## src/hw/rtl/chd_pkg.sv

```systemverilog
`default_nettype none
package chd_pkg;

  // Fixed field widths of the request and result.
  localparam int OP_W     = 2;
  localparam int SYM_W    = 9;
  localparam int LEN_W    = 4;
  localparam int WIN_W    = 15;
  localparam int CFG_W    = 10;
  localparam int CFG_IDX_W = 1;

  // Number of stream bits a decode looks at, most significant bit first.
  localparam int MAX_CODE_BITS = 15;

  // Number of code lengths tracked by the per-length counters.
  localparam int NUM_LENGTHS = 16;

  // Operation codes.
  localparam logic [OP_W-1:0] OP_CLEAR  = 2'd0;
  localparam logic [OP_W-1:0] OP_LOAD   = 2'd1;
  localparam logic [OP_W-1:0] OP_DECODE = 2'd2;

  // Configuration register indexes.
  localparam logic [CFG_IDX_W-1:0] CFG_LEN_LIMIT    = 1'd0;
  localparam logic [CFG_IDX_W-1:0] CFG_SYMBOL_COUNT = 1'd1;

  // Configuration reset values.
  localparam logic [LEN_W-1:0] LEN_LIMIT_RESET    = 4'd15;
  localparam logic [CFG_W-1:0] SYMBOL_COUNT_RESET = 10'd512;

  typedef struct packed {
    logic [OP_W-1:0]  op;
    logic [SYM_W-1:0] symbol_index;
    logic [LEN_W-1:0] code_length;
    logic [WIN_W-1:0] bit_window;
  } req_t;

  typedef struct packed {
    logic [SYM_W-1:0] decoded_symbol;
    logic [LEN_W-1:0] bits_used;
    logic             error;
  } res_t;

  typedef struct packed {
    logic [LEN_W-1:0] len_limit;
    logic [CFG_W-1:0] symbol_count;
  } cfg_t;

  typedef enum logic [2:0] {
    S_CLEAR,
    S_IDLE,
    S_LOAD_DEC,
    S_LOAD_INC,
    S_DEC_LEN,
    S_SCAN
  } state_t;

endpackage
`default_nettype wire

```

## src/hw/rtl/chd_len_mem.sv

```systemverilog
`default_nettype none
module chd_len_mem #(
  parameter int DEPTH = 512,
  parameter int AW    = 9
) (
  input  wire                          clk,
  input  wire                          we,
  input  wire [AW-1:0]                 waddr,
  input  wire [chd_pkg::LEN_W-1:0]     wdata,
  input  wire [AW-1:0]                 raddr,
  output logic [chd_pkg::LEN_W-1:0]    rdata
);
  import chd_pkg::*;

  logic [LEN_W-1:0] mem [DEPTH];

  // One write port and one registered read port.
  always_ff @(posedge clk) begin
    if (we) begin
      mem[waddr] <= wdata;
    end
    rdata <= mem[raddr];
  end

endmodule
`default_nettype wire

```

## src/hw/rtl/chd_seq.sv

```systemverilog
`default_nettype none
module chd_seq #(
  parameter int MAX_SYMBOLS = 512,
  parameter int AW = 9,
  parameter int SW = 10,
  parameter int CW = 10
) (
  input  wire                        clk,
  input  wire                        rst,
  input  wire                        start,
  input  wire chd_pkg::req_t         request,
  input  wire chd_pkg::cfg_t         cfg,
  output logic                       busy,
  output logic                       done,
  output chd_pkg::res_t              result,
  output logic                       mem_we,
  output logic [AW-1:0]              mem_waddr,
  output logic [chd_pkg::LEN_W-1:0]  mem_wdata,
  output logic [AW-1:0]              mem_raddr,
  input  wire  [chd_pkg::LEN_W-1:0]  mem_rdata
);
  import chd_pkg::*;

  localparam int FW = CW + MAX_CODE_BITS + 1;

  state_t state, state_next;

  logic [SW-1:0]    ptr;
  logic [AW-1:0]    idx;
  logic [LEN_W-1:0] newlen;
  logic [WIN_W-1:0] window;
  logic [LEN_W-1:0] limit;
  logic [LEN_W-1:0] len;
  logic [WIN_W-1:0] code;
  logic [FW-1:0]    first;
  logic [CW-1:0]    rank;
  logic             rd_vld;
  logic [SW-1:0]    rd_sym;
  logic             clr_report;
  logic [CW-1:0]    counts [NUM_LENGTHS];

  logic             accept;
  logic             load_ok;
  logic [LEN_W-1:0] cnt_addr;
  logic [CW-1:0]    cnt_rd;
  logic [3:0]       bit_pos;
  logic [WIN_W-1:0] code_cur;
  logic [FW:0]      diff;
  logic             hit;
  logic [FW-1:0]    first_adv;
  logic             sweep_last;
  logic             scan_issue;

  assign accept     = start && (state == S_IDLE);
  assign load_ok    = ({1'b0, request.symbol_index} < cfg.symbol_count) &&
                      (int'(request.symbol_index) < MAX_SYMBOLS);
  assign sweep_last = (ptr == SW'(MAX_SYMBOLS - 1));
  assign scan_issue = (ptr < SW'(MAX_SYMBOLS));
  assign busy       = (state != S_IDLE);

  // Single read port on the per-length counters.
  always_comb begin
    case (state)
      S_LOAD_DEC: cnt_addr = mem_rdata;
      S_LOAD_INC: cnt_addr = newlen;
      default:    cnt_addr = len;
    endcase
  end
  assign cnt_rd = counts[cnt_addr];

  // Shared compare unit: is the running code inside this length's range?
  assign bit_pos   = 4'(MAX_CODE_BITS - int'(len));
  assign code_cur  = code | WIN_W'(window[bit_pos]);
  assign diff      = {1'b0, FW'(code_cur)} - {1'b0, first};
  assign hit       = !diff[FW] && (diff[FW-1:0] < FW'(cnt_rd));
  assign first_adv = FW'((first + FW'(cnt_rd)) << 1);

  // Next state and memory control.
  always_comb begin
    state_next = state;
    mem_we     = 1'b0;
    mem_waddr  = idx;
    mem_wdata  = newlen;
    mem_raddr  = ptr[AW-1:0];
    case (state)
      S_CLEAR: begin
        mem_we    = 1'b1;
        mem_waddr = ptr[AW-1:0];
        mem_wdata = '0;
        if (sweep_last) begin
          state_next = S_IDLE;
        end
      end
      S_IDLE: begin
        mem_raddr = AW'(request.symbol_index);
        if (accept) begin
          case (request.op)
            OP_CLEAR:  state_next = S_CLEAR;
            OP_LOAD:   state_next = load_ok ? S_LOAD_DEC : S_IDLE;
            OP_DECODE: state_next = (cfg.len_limit == '0) ? S_IDLE : S_DEC_LEN;
            default:   state_next = S_IDLE;
          endcase
        end
      end
      S_LOAD_DEC: begin
        mem_we     = 1'b1;
        state_next = S_LOAD_INC;
      end
      S_LOAD_INC: state_next = S_IDLE;
      S_DEC_LEN: begin
        if (hit) begin
          state_next = S_SCAN;
        end else if (len == limit) begin
          state_next = S_IDLE;
        end
      end
      S_SCAN: begin
        if (rd_vld && (mem_rdata == len) && (rank == '0)) begin
          state_next = S_IDLE;
        end else if (!rd_vld && !scan_issue) begin
          state_next = S_IDLE;
        end
      end
      default: state_next = S_IDLE;
    endcase
  end

  // State register.
  always_ff @(posedge clk) begin
    if (rst) begin
      state <= S_CLEAR;
    end else begin
      state <= state_next;
    end
  end

  // Control counters, per-length counts and the result strobe.
  always_ff @(posedge clk) begin
    if (rst) begin
      ptr        <= '0;
      clr_report <= 1'b0;
      done       <= 1'b0;
      rd_vld     <= 1'b0;
      for (int i = 0; i < NUM_LENGTHS; i++) begin
        counts[i] <= '0;
      end
    end else begin
      done <= 1'b0;
      case (state)
        S_CLEAR: begin
          ptr <= ptr + SW'(1);
          if (sweep_last) begin
            done <= clr_report;
          end
        end
        S_IDLE: begin
          if (accept) begin
            case (request.op)
              OP_CLEAR: begin
                ptr        <= '0;
                clr_report <= 1'b1;
                for (int i = 0; i < NUM_LENGTHS; i++) begin
                  counts[i] <= '0;
                end
              end
              OP_LOAD:   done <= !load_ok;
              OP_DECODE: done <= (cfg.len_limit == '0);
              default:   done <= 1'b1;
            endcase
          end
        end
        S_LOAD_DEC: begin
          if ((mem_rdata != '0) && (cnt_rd != '0)) begin
            counts[mem_rdata] <= cnt_rd - CW'(1);
          end
        end
        S_LOAD_INC: begin
          if (newlen != '0) begin
            counts[newlen] <= cnt_rd + CW'(1);
          end
          done <= 1'b1;
        end
        S_DEC_LEN: begin
          if (hit) begin
            ptr    <= '0;
            rd_vld <= 1'b0;
          end else if (len == limit) begin
            done <= 1'b1;
          end
        end
        S_SCAN: begin
          rd_vld <= scan_issue;
          if (scan_issue) begin
            ptr <= ptr + SW'(1);
          end
          if (state_next == S_IDLE) begin
            done <= 1'b1;
          end
        end
        default: done <= 1'b0;
      endcase
    end
  end

  // Datapath registers of the current request.
  always_ff @(posedge clk) begin
    case (state)
      S_IDLE: begin
        idx    <= AW'(request.symbol_index);
        newlen <= request.code_length;
        window <= request.bit_window;
        limit  <= cfg.len_limit;
        len    <= LEN_W'(1);
        code   <= '0;
        first  <= '0;
        result <= '0;
        if (accept && (request.op == OP_LOAD) && !load_ok) begin
          result.error <= 1'b1;
        end
        if (accept && (request.op == OP_DECODE) && (cfg.len_limit == '0)) begin
          result.error <= 1'b1;
        end
      end
      S_CLEAR, S_LOAD_DEC, S_LOAD_INC: result <= '0;
      S_DEC_LEN: begin
        if (hit) begin
          rank <= diff[CW-1:0];
        end else if (len == limit) begin
          result       <= '0;
          result.error <= 1'b1;
        end else begin
          first <= first_adv;
          code  <= WIN_W'(code_cur << 1);
          len   <= len + LEN_W'(1);
        end
      end
      S_SCAN: begin
        rd_sym <= ptr;
        if (rd_vld && (mem_rdata == len)) begin
          if (rank == '0) begin
            result.decoded_symbol <= SYM_W'(rd_sym);
            result.bits_used      <= len;
            result.error          <= 1'b0;
          end else begin
            rank <= rank - CW'(1);
          end
        end else if (!rd_vld && !scan_issue) begin
          result       <= '0;
          result.error <= 1'b1;
        end
      end
      default: result <= '0;
    endcase
  end

endmodule
`default_nettype wire

```

## src/hw/rtl/canonical_huffman_decoder_top.sv

```systemverilog
`default_nettype none
// Canonical Huffman decoder: one request at a time, busy while it works.
// An unknown op, a rejected load or a zero length limit is answered from idle; a load
// passes through S_LOAD_DEC and S_LOAD_INC; a clear sweeps the length memory; a decode
// walks the lengths to a match or the length limit, then scans the length memory serially
// through its single registered read port. The next request is taken while a result is strobed.
// Reset is synchronous; a clearing pass over the length memory then holds busy.
// Results are strobed on done for one cycle; the receiver cannot stall.
module canonical_huffman_decoder_top #(
  parameter int MAX_SYMBOLS = 512
) (
  input  wire                             clk,
  input  wire                             rst,
  input  wire                             start,
  output logic                            busy,
  input  wire chd_pkg::req_t              request,
  output logic                            done,
  output chd_pkg::res_t                   result,
  input  wire                             cfg_we,
  input  wire  [chd_pkg::CFG_IDX_W-1:0]   cfg_index,
  input  wire  [chd_pkg::CFG_W-1:0]       cfg_data
);
  import chd_pkg::*;

  localparam int AW = $clog2(MAX_SYMBOLS);
  localparam int SW = $clog2(MAX_SYMBOLS + 1);
  localparam int CW = $clog2(MAX_SYMBOLS + 1);

  cfg_t             cfg;
  logic             mem_we;
  logic [AW-1:0]    mem_waddr;
  logic [LEN_W-1:0] mem_wdata;
  logic [AW-1:0]    mem_raddr;
  logic [LEN_W-1:0] mem_rdata;

  // Configuration registers.
  always_ff @(posedge clk) begin
    if (rst) begin
      cfg.len_limit    <= LEN_LIMIT_RESET;
      cfg.symbol_count <= SYMBOL_COUNT_RESET;
    end else if (cfg_we) begin
      case (cfg_index)
        CFG_LEN_LIMIT:    cfg.len_limit    <= cfg_data[LEN_W-1:0];
        CFG_SYMBOL_COUNT: cfg.symbol_count <= cfg_data;
        default:          cfg <= cfg;
      endcase
    end
  end

  chd_seq #(
    .MAX_SYMBOLS (MAX_SYMBOLS),
    .AW          (AW),
    .SW          (SW),
    .CW          (CW)
  ) u_seq (
    .clk       (clk),
    .rst       (rst),
    .start     (start),
    .request   (request),
    .cfg       (cfg),
    .busy      (busy),
    .done      (done),
    .result    (result),
    .mem_we    (mem_we),
    .mem_waddr (mem_waddr),
    .mem_wdata (mem_wdata),
    .mem_raddr (mem_raddr),
    .mem_rdata (mem_rdata)
  );

  chd_len_mem #(
    .DEPTH (MAX_SYMBOLS),
    .AW    (AW)
  ) u_len_mem (
    .clk   (clk),
    .we    (mem_we),
    .waddr (mem_waddr),
    .wdata (mem_wdata),
    .raddr (mem_raddr),
    .rdata (mem_rdata)
  );

endmodule
`default_nettype wire

```

## config.mk

```make
export PLATFORM = sky130hd
export DESIGN_NAME = canonical_huffman_decoder_top
export DESIGN_NICKNAME = d
export VERILOG_FILES = /design/src/hw/rtl/chd_pkg.sv /design/src/hw/rtl/chd_len_mem.sv /design/src/hw/rtl/chd_seq.sv /design/src/hw/rtl/canonical_huffman_decoder_top.sv
export SDC_FILE = /design/constraint.sdc
export NUM_CORES = 2
export LEC_CHECK = 0
export ABC_CLOCK_PERIOD_IN_PS = 17800
export BUFFER_PORTS_ARGS = -buffer_cell sky130_fd_sc_hd__buf_4
export CAP_MARGIN = 20
export CORE_MARGIN = 8
export CORE_UTILIZATION = 60
export CTS_BUF_LIST = sky130_fd_sc_hd__clkbuf_8
export DETAILED_ROUTE_END_ITERATION = 12
export PLACE_DENSITY = 0.81
export SLEW_MARGIN = 20
export SYNTH_ARGS = -nofsm -noshare
export SYNTH_HDL_FRONTEND = slang
export SYNTH_SLANG_ARGS = --single-unit
```

## constraint.sdc

```tcl
create_clock -name clk -period 17.8 [get_ports clk]
set_clock_uncertainty 0.15 [all_clocks]
set_input_delay 0.89 -clock clk [delete_from_list [all_inputs] [get_ports clk]]
set_output_delay 0.89 -clock clk [all_outputs]
set_load 0.02 [all_outputs]
```

==> impl_metrics.json <==
{
  "worst_hold_startpoint": "rst",
  "fin_setup_tns_ns": 0,
  "worst_setup_path_startpoint": "u_seq.state[1]$_SDFF_PP0_",
  "path_depth": 14,
  "grt_overflow": 0,
  "largest_fanout_on_the_critical_path": 91,
  "drtIter0Drc": 9499,
  "headroom_to_the_max_slew_limit_pct": 9.464,
  "cpPeakStageDelay_ns": 0.78,
  "switching_power_mw": 2.468,
  "initial_antenna_violation_count": 10,
  "worst_path_most_repeated_cell": "buf_4",
  "postCtsResizedCells": 0,
  "grt_setup_unrepaired": "false",
  "cp.arrival_ns": 8.00,
  "fp.dieW_um": 416.8,
  "dpl.hpwl_um": 149700,
  "worstHoldPathCells": 2,
  "floorplan.core_area_um2": 160000,
  "ys_seq_area_share_pct": 72.86,
  "number_of_enable_type_register_cells_in_the_synthesized_netlist": 2316,
  "dieHeight_um": 416.8,
  "vdd_ir_drop_max_v": 0.00006456,
  "cell_by_cell_trace_of_the_critical_path": "or3b_4, inv_6, mux2i_4, buf_12, buf_4, buf_4, buf_4, mux4_2, o22ai_1, nor3_1, a22oi_1, nand4_1, o41ai_1, a311oi_1",
  "final_core_utilization_pct": 66.18,
  "critical_path.slowest_cell": "buf_4",
  "cts_tree": "built",
  "share_clk_of_total_power_pct": 38.9,
  "gpl.final_weighted_congestion": 0.8999,
  "yosys.cell_types.count": 85,
  "placedCellCount": 7735,
  "netlist_instances": 5840,
  "ys.flop_type": "edfxtp_1",
  "final_critical_path_time_including_i_o_delays_and_setup_ns": 7.271,
  "power.combinational.fraction_pct": 5.5,
  "synth_area_leaders": "edfxtp_1 72%, mux4_2 11%, nor2_1 3.1%",
  "worstPathRequired_ns": 18.53,
  "drtPass1Iterations": 6,
  "max_cap_viols": 0,
  "cts_buffers": 374,
  "clock_tree.htree_level_count": 5,
  "worstSetupEndpointType": "register",
  "finalHoldViolations": 0,
  "worst_margin_pin_slew_ns": 1.358,
  "min_path_type": "in2reg",
  "post_route_cells_drive_above_1_share_pct": 18.31,
  "cts.root.buffer_cell": "clkbuf_8",
  "design.final.nets": 6162,
  "post_cts_clock_slew_at_the_launch_and_capture_registers_of_the_worst_setup_and_hold_paths_ns": 0.06,
  "synth_largest_type_area_fraction_pct": 72.15,
  "layout.cells.non_filler": 8423,
  "cts_buffer_depth": 4,
  "areaGrowthSynthToFinish_pct": 9.863,
  "yosys.area.top_type": "edfxtp_1",
  "powerDensity_nw_per_um2": 102.6,
  "ios": 61,
  "leakagePower_nw": 34.49,
  "ys.warnings.count": 0,
  "critical_path.n_buffers_inverters": 5,
  "grt_pass1_vias": 56631,
  "power_report.internal_total_mw": 8.392,
  "seqPwrFrac_pct": 55.6,
  "final_worst_slack_ns": 10.53,
  "start_util_pct": 60.24,
  "max_freq_mhz": 137.5,
  "detailroute.via_count": 57355,
  "critical_path_start_end_classification": "reg2reg",
  "drt_wl_total_um": 254400,
  "timing.reg2reg.worst_path_depth": 14,
  "critical_path_s_top_delay_family": "buffers and inverters",
  "synth-async-reset-ratio_pct": 0,
  "die_area_um2": 173700,
  "synth.cell_area_um2": 96390,
  "grt_start_max_net_pins": 251,
  "syn_area_per_cell_um2": 16.51,
  "drt.antenna.violating_nets": 0,
  "portBuffers": 60,
  "final_max_slew_viol_count": 0,
  "share_of_total_power_consumed_by_net_switching_pct": 22.73,
  "route.detailed.vias_per_inst": 6.809,
  "grt.total_usage_pct": 28.58,
  "place_worst_setup_slack_ns": 10.49,
  "status": "completed",
  "route.detailed.drc": 0,
  "final_report_setup_violation_count": 0,
  "post-layout-total-power_mw": 10.86,
  "global_route_wire_length_before_repair_um": 370200,
  "detail_route.wl_per_cell_um": 30.20,
  "filler_cells": 10057,
  "finalCritPeriodShare_pct": 40.85,
  "worst_skew_pair.late_latency_ns": 1.06,
  "cell_rows": 147,
  "tritoncts_num_sinks": 2350,
  "ys_seq_elements": 2350,
  "crit_path_start_kind": "register",
  "r2r-start": "u_seq.state[1]$_SDFF_PP0_"
}
worst paths after layout:
path | endpoint | slack (ns)
min reg2reg | cfg[4]$_SDFFE_PP0P_ | 0.31
max | u_len_mem.rdata[3]$_DFF_P_ | 10.53
min | u_seq.ptr[0]$_SDFFE_PP0P_ | 0.09
max reg2reg | u_len_mem.rdata[3]$_DFF_P_ | 10.53
metal layers:
layer  vias to the layer above  track usage [%]  share of wire [%]
li1                      23274                -                  -
met1                     28306            37.65                 33
met2                      4893            43.48                 46
met3                       871            9.293                 15
met4                        11            13.86                5.6
met5                         -                0              0.037
Yosys cell counts, types with 61 or more instances:
| cell | n |
|---|---|
| mux4_2 | 453 |
| a21oi_1 | 110 |
| inv_1 | 65 |
| buf_2 | 124 |
| o22ai_1 | 73 |
| mux2i_1 | 106 |
| edfxtp_1 | 2316 |
| clkbuf_1 | 172 |
| nand2_1 | 555 |
| nand3_1 | 213 |
| nor2_1 | 806 |
| a22oi_1 | 61 |
| o21ai_0 | 66 |
per-stage QoR:
step | hold WS (ns) | area [µm²]
after CTS | 0.004895 | 105900
after global placement | 0.2971 | 98810
after floorplan | 0.2564 | 96420
final | 0.08652 | 105900
after global routing | 0.06894 | 105900
after detailed placement | 0.3063 | 98830
state kept, by name (all words and copies together) (netlist names), 3 cells and up:
name,flops
u_seq.result,14
u_seq.ptr,10
u_seq.newlen,4
u_seq.counts,160
u_seq.rd_sym,9
u_len_mem.rdata,4
u_seq.idx,9
u_seq.limit,4
u_seq.rank,10
u_seq.window,15
u_seq.first,25
u_seq.code,14
u_len_mem.mem,2048
u_seq.state,3
u_seq.len,4
cfg,14
cell usage in the layout, fill, tap and decap left out, types with 73 or more instances in the layout:
master	synthesis	final
a21oi_1	110	108
buf_4	21	155
clkbuf_8	0	387
clkinv_1	0	82
edfxtp_1	2316	2316
inv_1	65	178
mux2i_1	106	102
mux4_2	453	453
nand2_1	555	539
nand3_1	213	213
nor2_1	806	797
o22ai_1	73	73
area by class of cell:
class	count	area (µm²)	share of cell area, %
Multi-Input combinational cell	3068	24390	23.03
Timing Repair Buffer	203	1744	1.647
Inverter	66	252.7	0.2387
Clock inverter	256	1333	1.258
Sequential cell	2350	70230	66.32
Antenna cell	7	17.52	0.01654
Tap cell	2086	2610	2.465
Clock buffer	387	5326	5.030
repair_timing:
action / CTS / global route
hold endpoints to repair: 42 / 0
setup endpoints to repair: 0 / 0
hold buffers: 38 / 0
setup buffers: 0 / 0
logic make-up (layout without fill, tap and decap cells):
group                      count (synthesis)  in the layout  share of synthesized area [%]
adders and majority gates                 54             54                         0.7243
AOI/OAI and AO/OA                        529            529                          3.664
other                                      1             17                       0.003890
muxes                                    577            577                          11.93
xor gates and xnor gates                  42             42                         0.3816
DFF                                     2350           2350                          72.86
and+or+nand+nor                         1856           1856                          8.327
buffers and inverters                    431            912                          2.115
power groups by stage:
stage	registers, mW	logic [mW]	clock network [mW]
finish	6.03	0.599	4.23
global route	6.03	0.623	4.48
CTS	6.03	0.588	4.24
detailed placement	6.15	0.578	0
global placement	6.15	0.566	0
floorplan	6.13	0.402	0
worst reg2reg max path: cells and delay by family, from the launching register on:
kind                   cells  cell delay [ns]
buffers and inverters      5             3.54
muxes                      2             1.00
DFF                        1             0.49
AOI/OAI and AO/OA          4             1.02
and+or+nand+nor            3             0.90
(Power assumes the default switching activity.)
